## config.mk

```make
export PLATFORM = sky130hd
export DESIGN_NAME = mre_ctrl
export DESIGN_NICKNAME = d
export VERILOG_FILES = /design/src/hdl/mre_pkg.sv /design/src/hdl/mre_ctrl.sv
export SDC_FILE = /design/constraint.sdc
export NUM_CORES = 1
export LEC_CHECK = 0
export ABC_AREA = 1
export BUFFER_PORTS_ARGS = -buffer_cell sky130_fd_sc_hd__buf_2
export CAP_MARGIN = 20
export CELL_PAD_IN_SITES_DETAIL_PLACEMENT = 0
export CELL_PAD_IN_SITES_GLOBAL_PLACEMENT = 2
export CORE_MARGIN = 2
export CORE_UTILIZATION = 22
export CTS_CLUSTER_DIAMETER = 80
export CTS_CLUSTER_SIZE = 20
export DETAILED_ROUTE_END_ITERATION = 10
export GPL_TIMING_DRIVEN = 0
export PLACE_DENSITY_LB_ADDON = 0.1
export SYNTH_ARGS = -nofsm -noshare
export SYNTH_HDL_FRONTEND = slang
export SYNTH_SLANG_ARGS = --single-unit
```

## constraint.sdc

```tcl
create_clock -name clk_i -period 2.3 [get_ports clk_i]
set_input_delay 0.23 -clock clk_i [delete_from_list [all_inputs] [get_ports clk_i]]
set_output_delay 0.23 -clock clk_i [all_outputs]
set_load 0.01 [all_outputs]
```

## src/hdl/mre_pkg.sv

```systemverilog
// Package for the R-type execute block: funct codes, widths, shared types.
// No dependencies.
`timescale 1ns / 1ps
package mre_pkg;
  localparam int unsigned XLEN      = 32;
  localparam int unsigned NREGS     = 32;
  localparam int unsigned RIDX_W    = 5;
  localparam logic [31:0] PC_STEP   = 32'd4;
  localparam logic [31:0] EXIT_CODE = 32'd10;
  localparam int unsigned MD_CNT_W  = 6;

  localparam logic [5:0] FN_SLL = 6'h00, FN_SRL = 6'h02, FN_SRA = 6'h03;
  localparam logic [5:0] FN_SLLV = 6'h04, FN_SRLV = 6'h06, FN_SRAV = 6'h07;
  localparam logic [5:0] FN_JR = 6'h08, FN_JALR = 6'h09, FN_SYSCALL = 6'h0c;
  localparam logic [5:0] FN_MFHI = 6'h10, FN_MTHI = 6'h11;
  localparam logic [5:0] FN_MFLO = 6'h12, FN_MTLO = 6'h13;
  localparam logic [5:0] FN_MULT = 6'h18, FN_MULTU = 6'h19;
  localparam logic [5:0] FN_DIV = 6'h1a, FN_DIVU = 6'h1b;
  localparam logic [5:0] FN_ADD = 6'h20, FN_ADDU = 6'h21;
  localparam logic [5:0] FN_SUB = 6'h22, FN_SUBU = 6'h23;
  localparam logic [5:0] FN_AND = 6'h24, FN_OR = 6'h25;
  localparam logic [5:0] FN_XOR = 6'h26, FN_NOR = 6'h27;
  localparam logic [5:0] FN_SLT = 6'h2a, FN_SLTU = 6'h2b;

  // input transaction payload
  typedef struct packed {
    logic [31:0] instruction;
  } instr_t;

  // controller -> datapath
  typedef struct packed {
    logic load;    // capture instruction, read operands
    logic exec;    // ops other than multiply/divide: commit
    logic md_start;
    logic md_step;
    logic md_done; // commit multiply/divide
  } cmd_t;

  // datapath -> controller
  typedef struct packed {
    logic is_md;
    logic md_last;
    logic halted;
  } sts_t;
endpackage

```

## src/hdl/mre_ctrl.sv

```systemverilog
// Controller state machine of the execute block.
// Depends on mre_pkg.
`timescale 1ns / 1ps
module mre_ctrl import mre_pkg::*; (
  input  logic clk_i,
  input  logic rst_ni,
  input  logic in_valid_i,
  output logic in_ready_o,
  output logic out_valid_o,
  input  logic out_ready_i,
  input  sts_t sts_i,
  output cmd_t cmd_o
);
  typedef enum logic [3:0] {
    ST_IDLE = 4'b0001,
    ST_DEC  = 4'b0010,
    ST_MD   = 4'b0100,
    ST_OUT  = 4'b1000
  } state_e;

  state_e state_q, state_d;

  // accept when idle, or when the held result leaves this cycle
  assign in_ready_o  = (state_q == ST_IDLE) || (state_q == ST_OUT && out_ready_i);
  assign out_valid_o = (state_q == ST_OUT);

  always_comb begin
    cmd_o    = '0;
    state_d  = state_q;
    cmd_o.load = in_valid_i && in_ready_o;
    case (state_q)
      ST_IDLE: begin
        if (in_valid_i) state_d = ST_DEC;
      end
      ST_DEC: begin
        if (sts_i.is_md && !sts_i.halted) begin
          cmd_o.md_start = 1'b1;
          state_d = ST_MD;
        end else begin
          cmd_o.exec = 1'b1;
          state_d = ST_OUT;
        end
      end
      ST_MD: begin
        cmd_o.md_step = 1'b1;
        if (sts_i.md_last) begin
          cmd_o.md_done = 1'b1;
          state_d = ST_OUT;
        end
      end
      ST_OUT: begin
        if (out_ready_i) state_d = in_valid_i ? ST_DEC : ST_IDLE;
      end
      default: state_d = ST_IDLE;
    endcase
  end

  always_ff @(posedge clk_i or negedge rst_ni) begin
    if (!rst_ni) state_q <= ST_IDLE;
    else         state_q <= state_d;
  end
endmodule

```

Word level (Yosys, flattened, before mapping)
Index checks and enable logic that the tools add are counted.
Cells by class
  eq/ne operators: 7
  muxes and demuxes: 11
  reduce and logical (&&, ||, !) cells: 6
Operators by type and width (count)
  4-bit two-way mux: 4
  4-bit case mux with 4 select lines: 1
  2-bit two-way mux: 3
  4-bit by 1-bit == test with 1-bit output (second input constant): 1
  4-bit by 2-bit == test with 1-bit output (second input constant): 1
  4-bit by 3-bit == test with 1-bit output (second input constant): 1
  4-bit == test (second input constant): 1
  2-bit != test (second input constant): 2
  1-bit logical AND: 3
  1-bit two-way mux: 3
  3-bit AND reduction: 1
  2-bit by 1-bit != test with 1-bit output (second input constant): 1
  1-bit zero test: 1
  1-bit logical OR: 1
Word-level totals
  register bits after elaboration: 4
  bits of input ports: 7

Longest topological paths before layout
  depth after elaboration: 4
  gate-level depth with buffers: 8

Least setup slack after synthesis
OpenSTA, ideal clock, no wires.
  kind: register -> output
  from: register state_q[1]
  to: output cmd_o[4] in the netlist's numbering
  arrival time: 1.048 ns
  slack: 1.022 ns
  stages on the path, launching flop included: 7
  buffers on the path: 0
  cell sequence: dfrtp_1 > inv_2 > nand2_4 > nor2_4 > inv_2 > o22ai_2 > and2_1
RTL lines
  start, declared: RTL line mre_ctrl.sv:21  | state_e state_q, state_d;
  start signal, assigned: RTL line mre_ctrl.sv:60  | else state_q <= state_d;
  end, declared: RTL line mre_ctrl.sv:12  | output cmd_t cmd_o

==> metrics.md <==
| Metric | Value |
|---|---|
| Top Registers | state_q (4) |
| Global Route met2 Usage | 11.9% |
| RSZ-0062 raised after global routing | false |
| MaxCap Viol Count | 0 |
| Slew Limit Fails | 0 |
| Cells after Synth | a little under 50 |
| Io pins | 14 |
| Pre-CTS setup slack | 0.930 ns |
| Clock Tree Buf Depth | 2 |
| TritonCTS Buffers | 3 |
| Sequential fraction of the synthesis area | 32.0% |
| Status | finished, final reports clean |
| Endpoints failing hold | 0 |
| Crit start category | flop |
| Crit. End Element | output port |
| DIE WIDTH | 41.9 um |
| Yosys reg bits | 4 |
| P&R area growth vs syn | 37.9% |
| Vias in the first global route | 297 |
| Share of layout cells above drive strength 1 | 40.3% |
| Arrival @ worst endpoint | between 1 and 1.5 ns |
| Average size of a mapped cell | 6.46 sq um |
| NetSw | 197 uW |
| Crit path cell chain | inv_1 -> nand2_1 -> nor2_1 -> nand2_1 -> inv_1 -> buf_4 -> buf_2 |
| CTS Root Cell | clkbuf_4 |
| Grt total ovfl | 0 |
| Vias per inst | just under 4 |
| Critical Path Fanout Max | 3 |
| Drc violations | 0 |
| Critical Path RT | 2.07 ns |
| 1st-pass router iterations | 3 |
| Critical path type | flop to output port |
| GRT Total Usage | approximately 8.4% |
| Total design power | 462 uW |
| WL/cell | 7.82 um |
| Row cnt | 13 |
| Clock-pin slew on the worst setup and hold paths | 0.04 ns |
| Die area | between 0.0015 and 0.002 sq mm |
| Largest Register | state_q |
| Power Dens Cells | 1060 mW/mm^2 |
| Vias after detailed routing | 321 |
| Initial antenna violation count | 0 |
| Min-Delay Path Class | primary input to flop |
| Internal power | 266 uW |
| ANT cells | 0 |
| Combinational share of power | 54.1% |
| CTS tree | done |
| GR peak layer | met2 |
| CP peak stage delay | 0.37 ns |
| PnR worst setup slack | just over 0.7 ns |
| Clock insertion delay at the later pin of the skew report | approximately 0.24 ns |
| Largest net degree at the start of global routing | 6 |
| Pleak | around 0.00028 uW |
| Slowest-stage cell, CP | dfrtp_1 |
| Global-route wire length before repair | 1.11 mm |
| Max reg flops | 4 |
| Skew final | between 0.004 and 0.005 ns |
| Dpl hpwl | approximately 550 um |
| Port Buf Inserts | 13 |
| Synthesized Nets | 56 |
| Period utilization | 69.3% |
| Clk network pwr share | about a fifth |
| Max IR drop VDD | between 0.0002 and 0.0003 V |
| Yosys warns | 0 |
| Setup Viol. Count Final | 0 |
| Switching Share | 42.6% |
| Area of the core | approximately 0.0013 sq mm |
| GRT met1 Usage | a little over a tenth |
| Final GP Congestion | 0.672 |
| Fin nets | 75 |
| Slew HR | 84.7% |
| Final WL | 641 um |
| Starting DRT DRC Count | 4 |
| Cell Area, Synth | between 300 and 400 sq um |
| Fin crit period | 1.59 ns |
| Sequential fraction of design power | 25.4% |
| Slew @ Worst Pin | 0.229 ns |
| Post-route ant nets | 0 |
| Met3 Resource Use GR | 0% |
| Chip Height | 41.9 um |
| Starting Density | 24.0% |
| Library cells used by synthesis | 14 |
| H-tree lvl count | 1 |
| Resized cells post-CTS | 0 |
| Setup tns final | 0 ns |
| # clock sinks | 4 |
| Fmax | roughly 630 MHz |
stage by stage:
stage | hold slack, ns | utilization, % | std cells | area [sq um]
6_report | 0.246 | 33.1 | 82 | 437
5_1_grt | 0.254 | 33.1 | 82 | 437
4_1_cts | 0.237 | 33.1 | 82 | 437
3_5_place_dp | 0.0360 | 30.4 | 77 | 400
3_3_place_gp | 0.0389 | 30.4 | 77 | 400
2_1_floorplan | -0.0656 | - | 49 | 317
synthesized netlist by cell type, drive strengths merged:
master / count / area [sq um]
and2: 2 / 12.5
a31oi: 1 / 6.26
buf: 1 / 7.51
nand2: 17 / 73.8
inv: 13 / 48.8
o22ai: 1 / 12.5
o21ai: 1 / 5.00
dfstp: 1 / 26.3
dfrtp: 3 / 75.1
nor2: 9 / 48.8
power by group through the flow:
stage	Clock (uW)	Sequential [uW]	Combinational, uW
finish	95.0	117	250
global route	108	119	289
CTS	100	117	255
detailed placement	0	118	253
global placement	0	117	257
floorplan	0	116	194
final cells by class:
class	count	area (sq um)
tap	15	18.8
inverter	13	48.8
timing repair buffer	14	75.1
fill	149	881
buffer	1	7.51
clock buffer	4	26.3
sequential	4	101
multi-input combinational	31	159
routing by layer:
| metal | wire length (um) | share of wire, % |
|---|---|---|
| met3 | 14 | 2.2 |
| met4 | 0 | 0 |
| met5 | 0 | 0 |
| met2 | 331 | 52 |
| met1 | 295 | 46 |
cells by family after synthesis:
group,count (synthesis),synth area share (%)
flip-flops,4,32.0
buffers and inverters,14,17.8
AND/OR/NAND/NOR,28,42.7
AO/OA/AOI/OAI,3,7.51
path summary, 6_finish.rpt:
kind                                   startpoint                     end  slack (ns)  cells after the start
max                        state_q[3]$_DFFE_PN0P_                cmd_o[2]        0.71                      7
min                                    in_valid_i  state_q[1]$_DFFE_PN0P_        0.25                      2
max reg2reg                state_q[0]$_DFFE_PN1P_  state_q[0]$_DFFE_PN1P_        1.16                      7
min reg2reg                state_q[0]$_DFFE_PN1P_  state_q[0]$_DFFE_PN1P_        0.66                      4
max in group asynchronous                  rst_ni  state_q[0]$_DFFE_PN1P_        1.76                      2
min in group asynchronous                  rst_ni  state_q[3]$_DFFE_PN0P_        0.33                      2
worst max-delay path, delay by kind of cell (launching register included):
| family | cells | cell delay (ns) |
|---|---|---|
| flip-flops | 1 | 0.37 |
| buffers and inverters | 4 | 0.33 |
| AND/OR/NAND/NOR | 3 | 0.41 |
cell usage in the layout (no fill, tap or decap), types with 2 or more instances in the layout:
master | netlist | layout
nor2_4 | 2 | 2
clkbuf_4 | 0 | 3
inv_2 | 4 | 4
nand2_1 | 15 | 15
buf_2 | 0 | 13
nor2_1 | 7 | 7
and2_1 | 2 | 2
dfrtp_1 | 3 | 3
inv_1 | 9 | 9
timing repair:
action | 4_1_cts | 5_1_grt
endpoints found under the setup margin | 0 | 0
hold buffers | 1 | 0
buffers inserted | 0 | 0
endpoints found under the hold margin | 4 | 0
Note: power is estimated with default switching activity, not from simulation.
