$ cat config.mk
export PLATFORM = sky130hd
export DESIGN_NAME = mre_datapath
export DESIGN_NICKNAME = d
export VERILOG_FILES = /design/src/hdl/mre_pkg.sv /design/src/hdl/mre_datapath.sv
export SDC_FILE = /design/constraint.sdc
export NUM_CORES = 2
export LEC_CHECK = 0
export ABC_CLOCK_PERIOD_IN_PS = 5950
export BUFFER_PORTS_ARGS = -buffer_cell sky130_fd_sc_hd__buf_4
export CAP_MARGIN = 5
export CORE_MARGIN = 2
export CORE_UTILIZATION = 40
export DETAILED_ROUTE_END_ITERATION = 8
export GPL_ROUTABILITY_DRIVEN = 0
export PLACE_DENSITY = 0.63
export RECOVER_POWER = 25
export REMOVE_ABC_BUFFERS = 1
export SKIP_LAST_GASP = 1
export SYNTH_ARGS = -nofsm -noshare
export SYNTH_HDL_FRONTEND = slang
export SYNTH_SLANG_ARGS = --single-unit
$ cat constraint.sdc
create_clock -name clk_i -period 5.95 [get_ports clk_i]
set_input_delay 0.595 -clock clk_i [delete_from_list [all_inputs] [get_ports clk_i]]
set_output_delay 0.595 -clock clk_i [all_outputs]
set_load 0.1 [all_outputs]
$ cat src/hdl/mre_pkg.sv
// Package for the R-type execute block: funct codes, widths, shared types.
// No dependencies.
`timescale 1ns / 1ps
package mre_pkg;
  localparam int unsigned XLEN      = 32;
  localparam int unsigned NREGS     = 32;
  localparam int unsigned RIDX_W    = 5;
  localparam logic [31:0] PC_STEP   = 32'd4;
  localparam logic [31:0] EXIT_CODE = 32'd10;
  localparam int unsigned MD_CNT_W  = 6;

  localparam logic [5:0] FN_SLL = 6'h00, FN_SRL = 6'h02, FN_SRA = 6'h03;
  localparam logic [5:0] FN_SLLV = 6'h04, FN_SRLV = 6'h06, FN_SRAV = 6'h07;
  localparam logic [5:0] FN_JR = 6'h08, FN_JALR = 6'h09, FN_SYSCALL = 6'h0c;
  localparam logic [5:0] FN_MFHI = 6'h10, FN_MTHI = 6'h11;
  localparam logic [5:0] FN_MFLO = 6'h12, FN_MTLO = 6'h13;
  localparam logic [5:0] FN_MULT = 6'h18, FN_MULTU = 6'h19;
  localparam logic [5:0] FN_DIV = 6'h1a, FN_DIVU = 6'h1b;
  localparam logic [5:0] FN_ADD = 6'h20, FN_ADDU = 6'h21;
  localparam logic [5:0] FN_SUB = 6'h22, FN_SUBU = 6'h23;
  localparam logic [5:0] FN_AND = 6'h24, FN_OR = 6'h25;
  localparam logic [5:0] FN_XOR = 6'h26, FN_NOR = 6'h27;
  localparam logic [5:0] FN_SLT = 6'h2a, FN_SLTU = 6'h2b;

  // input transaction payload
  typedef struct packed {
    logic [31:0] instruction;
  } instr_t;

  // controller -> datapath
  typedef struct packed {
    logic load;    // capture instruction, read operands
    logic exec;    // ops other than multiply/divide: commit
    logic md_start;
    logic md_step;
    logic md_done; // commit multiply/divide
  } cmd_t;

  // datapath -> controller
  typedef struct packed {
    logic is_md;
    logic md_last;
    logic halted;
  } sts_t;
endpackage

$ cat src/hdl/mre_datapath.sv
// Datapath: register file, PC, HI/LO, ALU and a radix-2 multiply/divide unit.
// Depends on mre_pkg.
`timescale 1ns / 1ps
module mre_datapath import mre_pkg::*; (
  input  logic        clk_i,
  input  logic        rst_ni,
  input  cmd_t        cmd_i,
  output sts_t        sts_o,
  input  logic [31:0] instruction_i,
  output logic [31:0] next_pc_o,
  output logic        halted_o,
  output logic        reg_written_o,
  output logic [4:0]  dest_index_o,
  output logic [31:0] dest_value_o,
  output logic [31:0] hi_value_o,
  output logic [31:0] lo_value_o
);
  logic [31:0] rf_q [NREGS];
  logic [31:0] ins_q, a_q, b_q, r2_q;
  logic [31:0] pc_q, hi_q, lo_q;
  logic        run_q;
  logic [31:0] dval_q;
  logic        wr_q;
  logic [4:0]  didx_q;

  // multiply/divide unit state
  logic [63:0] acc_q;      // mult: {hi,lo} product; div: {rem,quot}
  logic [31:0] mb_q;       // multiplicand / divisor magnitude
  logic [MD_CNT_W-1:0] cnt_q;
  logic        neg_q, nega_q, isdiv_q, skip_q;

  logic [5:0]  fn;
  logic [4:0]  rs, rt, rd, sh;
  logic        rtype;
  assign fn    = ins_q[5:0];
  assign sh    = ins_q[10:6];
  assign rd    = ins_q[15:11];
  assign rtype = (ins_q[31:26] == 6'd0);
  assign rs    = instruction_i[25:21];
  assign rt    = instruction_i[20:16];

  assign sts_o.is_md   = rtype && (fn == FN_MULT || fn == FN_MULTU ||
                                   fn == FN_DIV  || fn == FN_DIVU);
  assign sts_o.md_last = (cnt_q == MD_CNT_W'(XLEN - 1));
  assign sts_o.halted  = !run_q;

  // ALU
  logic        wr_c;
  logic [31:0] dval_c, npc_c;
  logic        halt_c;
  always_comb begin
    wr_c   = 1'b0;
    dval_c = '0;
    npc_c  = pc_q + PC_STEP;
    halt_c = 1'b0;
    if (rtype) begin
      case (fn)
        FN_SLL:  begin wr_c = 1'b1; dval_c = b_q << sh; end
        FN_SRL:  begin wr_c = 1'b1; dval_c = b_q >> sh; end
        FN_SRA:  begin wr_c = 1'b1; dval_c = 32'($signed(b_q) >>> sh); end
        FN_SLLV: begin wr_c = 1'b1; dval_c = b_q << a_q[4:0]; end
        FN_SRLV: begin wr_c = 1'b1; dval_c = b_q >> a_q[4:0]; end
        FN_SRAV: begin wr_c = 1'b1; dval_c = 32'($signed(b_q) >>> a_q[4:0]); end
        FN_JR:   npc_c = a_q;
        FN_JALR: begin npc_c = a_q; wr_c = 1'b1; dval_c = pc_q + PC_STEP; end
        FN_SYSCALL: halt_c = (r2_q == EXIT_CODE);
        FN_MFHI: begin wr_c = 1'b1; dval_c = hi_q; end
        FN_MFLO: begin wr_c = 1'b1; dval_c = lo_q; end
        FN_ADD, FN_ADDU: begin wr_c = 1'b1; dval_c = a_q + b_q; end
        FN_SUB, FN_SUBU: begin wr_c = 1'b1; dval_c = a_q - b_q; end
        FN_AND:  begin wr_c = 1'b1; dval_c = a_q & b_q; end
        FN_OR:   begin wr_c = 1'b1; dval_c = a_q | b_q; end
        FN_XOR:  begin wr_c = 1'b1; dval_c = a_q ^ b_q; end
        FN_NOR:  begin wr_c = 1'b1; dval_c = ~(a_q | b_q); end
        FN_SLT:  begin wr_c = 1'b1; dval_c = {31'd0, $signed(a_q) < $signed(b_q)}; end
        FN_SLTU: begin wr_c = 1'b1; dval_c = {31'd0, a_q < b_q}; end
        default: ;
      endcase
    end
    if (rd == 5'd0) wr_c = 1'b0;
  end

  // operand signs for multiply/divide
  logic        sgn, na, nb;
  logic [31:0] ma, mb;
  assign sgn = (fn == FN_MULT) || (fn == FN_DIV);
  assign na  = sgn && a_q[31];
  assign nb  = sgn && b_q[31];
  assign ma  = na ? (32'd0 - a_q) : a_q;
  assign mb  = nb ? (32'd0 - b_q) : b_q;

  // one step: shift-add multiply (LSB first) or restoring divide
  logic [63:0] acc_step;
  logic [32:0] dtrial;
  logic [32:0] madd;
  always_comb begin
    madd   = {1'b0, acc_q[63:32]} + (acc_q[0] ? {1'b0, mb_q} : 33'd0);
    dtrial = {acc_q[63:31]} - {1'b0, mb_q};
    if (isdiv_q) begin
      if (!dtrial[32]) acc_step = {dtrial[31:0], acc_q[30:0], 1'b1};
      else             acc_step = {acc_q[62:0], 1'b0};
    end else begin
      acc_step = {madd, acc_q[31:1]};
    end
  end

  logic [63:0] prod;
  logic [31:0] quo, rem;
  assign prod = neg_q ? (64'd0 - acc_step) : acc_step;
  assign quo  = neg_q ? (32'd0 - acc_step[31:0]) : acc_step[31:0];
  assign rem  = nega_q ? (32'd0 - acc_step[63:32]) : acc_step[63:32];

  always_ff @(posedge clk_i) begin
    if (cmd_i.load) begin
      ins_q <= instruction_i;
      a_q   <= rf_q[rs];
      b_q   <= rf_q[rt];
      r2_q  <= rf_q[2];
    end
    if (cmd_i.md_start) begin
      mb_q    <= mb;
      acc_q   <= {32'd0, ma};
      isdiv_q <= (fn == FN_DIV) || (fn == FN_DIVU);
      neg_q   <= na ^ nb;
      nega_q  <= na;
      skip_q  <= ((fn == FN_DIV) || (fn == FN_DIVU)) && (b_q == 32'd0);
      cnt_q   <= '0;
    end else if (cmd_i.md_step) begin
      acc_q <= acc_step;
      cnt_q <= cnt_q + MD_CNT_W'(1);
    end
  end

  always_ff @(posedge clk_i or negedge rst_ni) begin
    if (!rst_ni) begin
      for (int i = 0; i < NREGS; i++) rf_q[i] <= '0;
      pc_q  <= '0;
      hi_q  <= '0;
      lo_q  <= '0;
      run_q <= 1'b1;
      wr_q  <= 1'b0;
      didx_q <= '0;
      dval_q <= '0;
    end else if (cmd_i.exec) begin
      if (run_q) begin
        pc_q <= npc_c;
        if (wr_c) rf_q[rd] <= dval_c;
        if (rtype && fn == FN_MTHI) hi_q <= a_q;
        if (rtype && fn == FN_MTLO) lo_q <= a_q;
        if (halt_c) run_q <= 1'b0;
      end
      wr_q   <= run_q && wr_c;
      didx_q <= (run_q && wr_c) ? rd : 5'd0;
      dval_q <= (run_q && wr_c) ? dval_c : 32'd0;
    end else if (cmd_i.md_done) begin
      pc_q   <= pc_q + PC_STEP;
      wr_q   <= 1'b0;
      didx_q <= '0;
      dval_q <= '0;
      if (!isdiv_q) begin
        hi_q <= prod[63:32];
        lo_q <= prod[31:0];
      end else if (!skip_q) begin
        hi_q <= rem;
        lo_q <= quo;
      end
    end
  end

  assign next_pc_o     = pc_q;
  assign halted_o      = !run_q;
  assign reg_written_o = wr_q;
  assign dest_index_o  = didx_q;
  assign dest_value_o  = dval_q;
  assign hi_value_o    = hi_q;
  assign lo_value_o    = lo_q;
endmodule

# Word level (Yosys, flattened, before mapping)
# Cells that the tools add are included.
op_classes:
  n_addsub: 11
  order_cmp: 6
  n_eq_ne: 32
  shifts: 6
  n_mux: 53
  n_bitwise: 8
  n_reduce_logical: 28
op_table:
  columns: ["cell", "count"]
  rows:
  - ["two-way mux 32 bit", 33]
  - ["bitwise mux 1024 bit", 1]
  - ["one-hot mux 32 bit (17 select lines)", 1]
  - ["binary-select mux 32 bit (select 5 bit)", 2]
  - ["two-way mux 64 bit", 3]
  - ["demux 32 bit (select 5 bit)", 1]
  - ["subtractor 1 x 32 -> 32 bit, first input constant", 4]
  - ["< comparator 32 bit", 2]
  - ["<< shifter 32 x 5 -> 32 bit", 2]
  - ["right shift 32 x 5 -> 32 bit", 2]
  - [">>> shifter 32 x 5 -> 32 bit", 2]
  - ["subtractor 1 x 64 -> 64 bit, first input constant", 1]
  - ["equality test 6 bit, second input constant", 10]
  - ["equality test 6 x 5 -> 1 bit, second input constant", 9]
  - ["adder 32 x 32 -> 33 bit", 1]
  - ["subtractor 33 x 32 -> 33 bit", 1]
  - ["adder 32 x 3 -> 32 bit, second input constant", 1]
  - ["adder 32 bit", 1]
  - ["AND 32 bit", 1]
  - ["equality test 32 x 4 -> 1 bit, second input constant", 1]
  - ["zero test 32 bit", 1]
  - ["inverter 32 bit", 1]
  - ["bitwise OR 32 bit", 1]
  - ["subtractor 32 bit", 1]
  - ["other kinds (24)", 61]
totals:
  register_bits: 1393
  inputBits: 39
  wordCells: 195

# Logic depth before layout (Yosys ltp)
logic_depth:
  depth_word: 9
  depth_mapped: 24
  mapped_depth_nobuf: 22

# Worst setup path before layout
# No wires, ideal clock.
synth_timing:
  path_type: "reg2reg"
  from: "register acc_q[31]"
  to: "register hi_q[28] (netlist: hi_value_o[28])"
  setup_time_ns: 0.137
  t_arrival_ns: 4.706
  slack_ns: 1.106
  stages_incl_launch_ff: 25
  synth_period_minus_slack_ns: 4.844
  path_cell_list: "edfxtp_1 > inv_1 > ha_1 > fa_1 > nand2b_1 > a21oi_2 > o21ai_2 > a2111o_1 > a211o_1 > buf_6 > buf_6 > buf_2 > buf_4 > clkbuf_1 > nand2_1 > o211ai_1 > o21ai_0 > ha_1 > o211ai_2 > nor3_2 > nand3b_1 > or3_1 > o31a_1 > mux2i_1 > o211ai_1"
synth_via:
  elab_chain_cells: 9
  elab_cells_between_ends: 11
  classes_between: "3 x add/sub; 8 x mux"
synth_rtl:
  columns: ["item", "line", "text"]
  rows:
  - ["start: declaration", "mre_datapath.sv:27", "logic [63:0] acc_q;"]
  - ["start signal: assignment", "mre_datapath.sv:122", "acc_q <= {32'd0, ma};"]
  - ["start signal: assignment", "mre_datapath.sv:129", "acc_q <= acc_step;"]
  - ["subtractor 33 x 32 -> 33 bit", "mre_datapath.sv:98", "dtrial = {acc_q[63:31]} - {1'b0, mb_q};"]
  - ["two-way mux 64 bit", "mre_datapath.sv:100", "if (!dtrial[32]) acc_step = {dtrial[31:0], acc_q[30:0], 1'b1};"]
  - ["two-way mux 64 bit (*)", "mre_datapath.sv:99", "if (isdiv_q) begin"]
  - ["subtractor 1 x 32 -> 32 bit", "mre_datapath.sv:111", "assign rem = nega_q ? (32'd0 - acc_step[63:32]) : acc_step[63:32];"]
  - ["two-way mux 32 bit", "mre_datapath.sv:111", null]
  - ["two-way mux 32 bit", "mre_datapath.sv:163", "end else if (!skip_q) begin"]
  - ["two-way mux 32 bit (*)", "mre_datapath.sv:160", "if (!isdiv_q) begin"]
  - ["two-way mux 32 bit (*)", "mre_datapath.sv:155", "end else if (cmd_i.md_done) begin"]
  - ["two-way mux 32 bit (*)", "mre_datapath.sv:144", "end else if (cmd_i.exec) begin"]
  - ["end signal: assignment", "mre_datapath.sv:148", "if (rtype && fn == FN_MTHI) hi_q <= a_q;"]
  - ["end signal: assignment", "mre_datapath.sv:161", "hi_q <= prod[63:32];"]
  - ["end signal: assignment", "mre_datapath.sv:164", "hi_q <= rem;"]
  - ["end: declaration", "mre_datapath.sv:20", "logic [31:0] pc_q, hi_q, lo_q;"]
# Mark *: on every way between the ends. The rest lies on a longest branch, timed or not. The select of a mux whose other input is x is not followed.
# A chain may end at the register's enable or synchronous reset.

# Final worst setup path
layout_timing:
  from: "input port cmd_i[4] in the netlist's numbering"
  to: "register b_q[24], enable pin"
layout_rtl:
  columns: ["item", "line", "text"]
  rows:
  - ["start: declaration", "mre_datapath.sv:7", "input cmd_t cmd_i,"]
  - ["end signal: assignment", "mre_datapath.sv:117", "b_q <= rf_q[rt];"]
  - ["end: declaration", "mre_datapath.sv:19", "logic [31:0] ins_q, a_q, b_q, r2_q;"]
# No word-level cell between the ends.

==> flow_summary.ini <==
[yosys]
synthFlopType = dfrtp_1
syn_area_per_cell_um2 = 10.2
synth_edf_count = 186
ys_warn_count = 0
synthDistinctLibCells = 105
ys_seq_elements = 1383
synth-seq-area-share = 0.419
synth_cells = 8287
async_reset_ff_frac = 0.838
synthesis.area_mm2 = 0.0844

[route]
vias = 70700
initialDrtViolationCount = 10300
routedWlPerCell_um = 28.4
routed_wl_um = 314000
vias_per_cell = 6.39
firstDrtPassIters = 7
drtAntennaViolNets = 0
drc = 0

[grt]
met2_usage = 0.442
antenna_found_initial = 19
grt_pass1_vias = 68100
met3_usage = 0.0724
grt_start_max_net_pins = 153
grtUsageMet1 = 0.381
grt_pass1_wl_um = 463000
top_usage_layer = met2
gr-total-overflow = 0
grtUsageTotal = 0.288

[floorplanning]
dieArea_mm2 = 0.215
start_util = 0.403
fp.coreArea_mm2 = 0.210
die_w_um = 463
die_y_um = 463
io_pins = 177
rows = 168

[placement]
dp_hpwl_um = 214000
placement.io_buffers = 176
dpl_cell_area_mm2 = 0.0891

[cells_and_area]
final_cell_mix = nand2_1, o21ai_0, dfrtp_1
layout_commonest_cell = nand2_1
area_growth_pct = 12.1
fin_nets = 8344
layout-drive-gt1-share = 0.189
num-fill-cells = 19300
fin_util = 0.451
final_cell_area_mm2 = 0.0946

[cts]
cts_buffer_depth = 3
clkTransAtPathRegs_ps = 60
insertion_delay_ps = 870
cts_tree = built
htree_levels = 4
numCtsBuffers = 156
postCtsSetupBuffers = 0
ctsResizeCount = 0
clockRootBuffer = clkbuf_16
clock_sinks = 1383

[power]
leakagePower_uw = 0.0387
total_power_uw = 24900
ir_drop_v = 0.000285
p_per_area_mw_per_mm2 = 264

[sta]
period_share = 0.948
tns_ps = 0
finalHoldViolCount = 0
slew_headroom = -2.81
fin_skew_ps = 56.8
period_minus_slack_ps = 5640
hold_ws_ps = 352
worstMarginPinSlew_ps = 5710
rsz0062_at_grt = false
timing.fmax_ghz = 0.177
setup_viol = 0
final_max_slew_viol_count = 757

[critical_path]
path_buf_inv = 2
cp.arrival_ps = 6110
reg2reg_setup_slack_ps = 330
crit_family = buffers and inverters
critPathKind = in2reg
worstPathMaxFanout = 69
critPathSlowestCell = clkbuf_1
path_cells = clkbuf_1, clkbuf_4
start_kind = primary input
end_kind = flop
crit_path_max_incr_delay_ps = 3880
worstPathRequired_ps = 6420

[worst_hold_path]
hold_path.class = in2reg

[run_status]
status = finished with violations
violations = capacitance limit, slew limit

[job]
cap_viol_max_count = 11
[worst reg2reg max path: cells and delay by family (launching register included)]
| kind | cells | cell delay [ps] |
|---|---|---|
| AOI/OAI and AO/OA | 12 | 3360 |
| adders and majority gates | 2 | 540 |
| buffers and inverters | 3 | 1100 |
| DFF | 1 | 490 |
[final timing paths]
path	startpoint	end	cells after the start
setup / recovery	cmd_i[4]	b_q[24]$_DFFE_PP_	2
hold / removal	cmd_i[1]	acc_q[40]$_SDFFE_PP0P_	3
setup reg to reg	b_q[0]$_DFFE_PP_	rf_q[470]$_DFFE_PN0P_	17
hold reg to reg	rf_q[1021]$_DFFE_PN0P_	rf_q[1021]$_DFFE_PN0P_	0
max in group asynchronous	rst_ni	rf_q[182]$_DFFE_PN0P_	3
min in group asynchronous	rst_ni	rf_q[524]$_DFFE_PN0P_	2
[cells in the mapped netlist (159+ instances only)]
library cell | count | area (um2)
nand2_1 | 1440 | 5410
o21ai_0 | 1267 | 6340
dfrtp_1 | 1158 | 29000
mux4_2 | 656 | 14800
clkbuf_1 | 597 | 2240
nor2_1 | 428 | 1610
a21oi_1 | 366 | 1830
mux2i_1 | 258 | 2580
edfxtp_1 | 186 | 5590
ha_1 | 166 | 2080
inv_1 | 162 | 608
xnor2_1 | 159 | 1390
[where the power goes]
| group | internal (uW) | switching (uW) | leakage [uW] | total (uW) |
|---|---|---|---|---|
| Sequential | 9810 | 469 | 0.0183 | 10300 |
| Combinational | 1320 | 3290 | 0.0178 | 4610 |
| Clock | 5740 | 4300 | 0.00261 | 10000 |
[through the flow]
stage	setup slack, ps	std cells
floorplan	-4080	7538
finish	309	11100
global route	147	11100
detailed placement	616	10800
global placement	754	10800
CTS	574	11100
[cells by family after synthesis]
logic type               synth area share
adder cells (fa/ha/maj)            0.0256
XOR/XNOR                           0.0222
AND/OR/NAND/NOR                     0.120
flip-flops                          0.419
multiplexers                        0.224
buffers and inverters              0.0420
AO/OA/AOI/OAI                       0.147
[metal layers]
| metal | vias to the layer above | share of wire |
|---|---|---|
| met5 | - | 0.00056 |
| met4 | 18 | 0.055 |
| met3 | 889 | 0.11 |
| met2 | 4369 | 0.45 |
| met1 | 35500 | 0.38 |
| li1 | 29900 | - |
[sequential cells by signal, indices dropped and copies added (netlist names)]
signal,cells
ins_q,22
mb_q,32
nega_q,1
cnt_q,6
isdiv_q,1
rf_q,1024
r2_q,32
dest_value_o,32
dest_index_o,5
a_q,32
b_q,32
next_pc_o,32
neg_q,1
run_q,1
acc_q,64
reg_written_o,1
lo_value_o,32
skip_q,1
hi_value_o,32
[timing repair]
action,CTS,global route
hold buffers,22,0
endpoints found under the hold margin,130,0
setup endpoints to repair,0,0
[cell type report]
| type | instances | area [um2] | share of cell area |
|---|---|---|---|
| Clock inverter | 65 | 893 | 0.00945 |
| Timing Repair Buffer | 439 | 3670 | 0.0388 |
| Multi-Input combinational cell | 5988 | 46100 | 0.487 |
| Inverter | 167 | 627 | 0.00663 |
| Antenna cell | 4 | 10.0 | 0.000106 |
| Sequential cell | 1383 | 35400 | 0.374 |
| Clock buffer | 220 | 4420 | 0.0468 |
| Tap cell | 2805 | 3510 | 0.0371 |
Note: power is estimated with default switching activity, not from simulation.
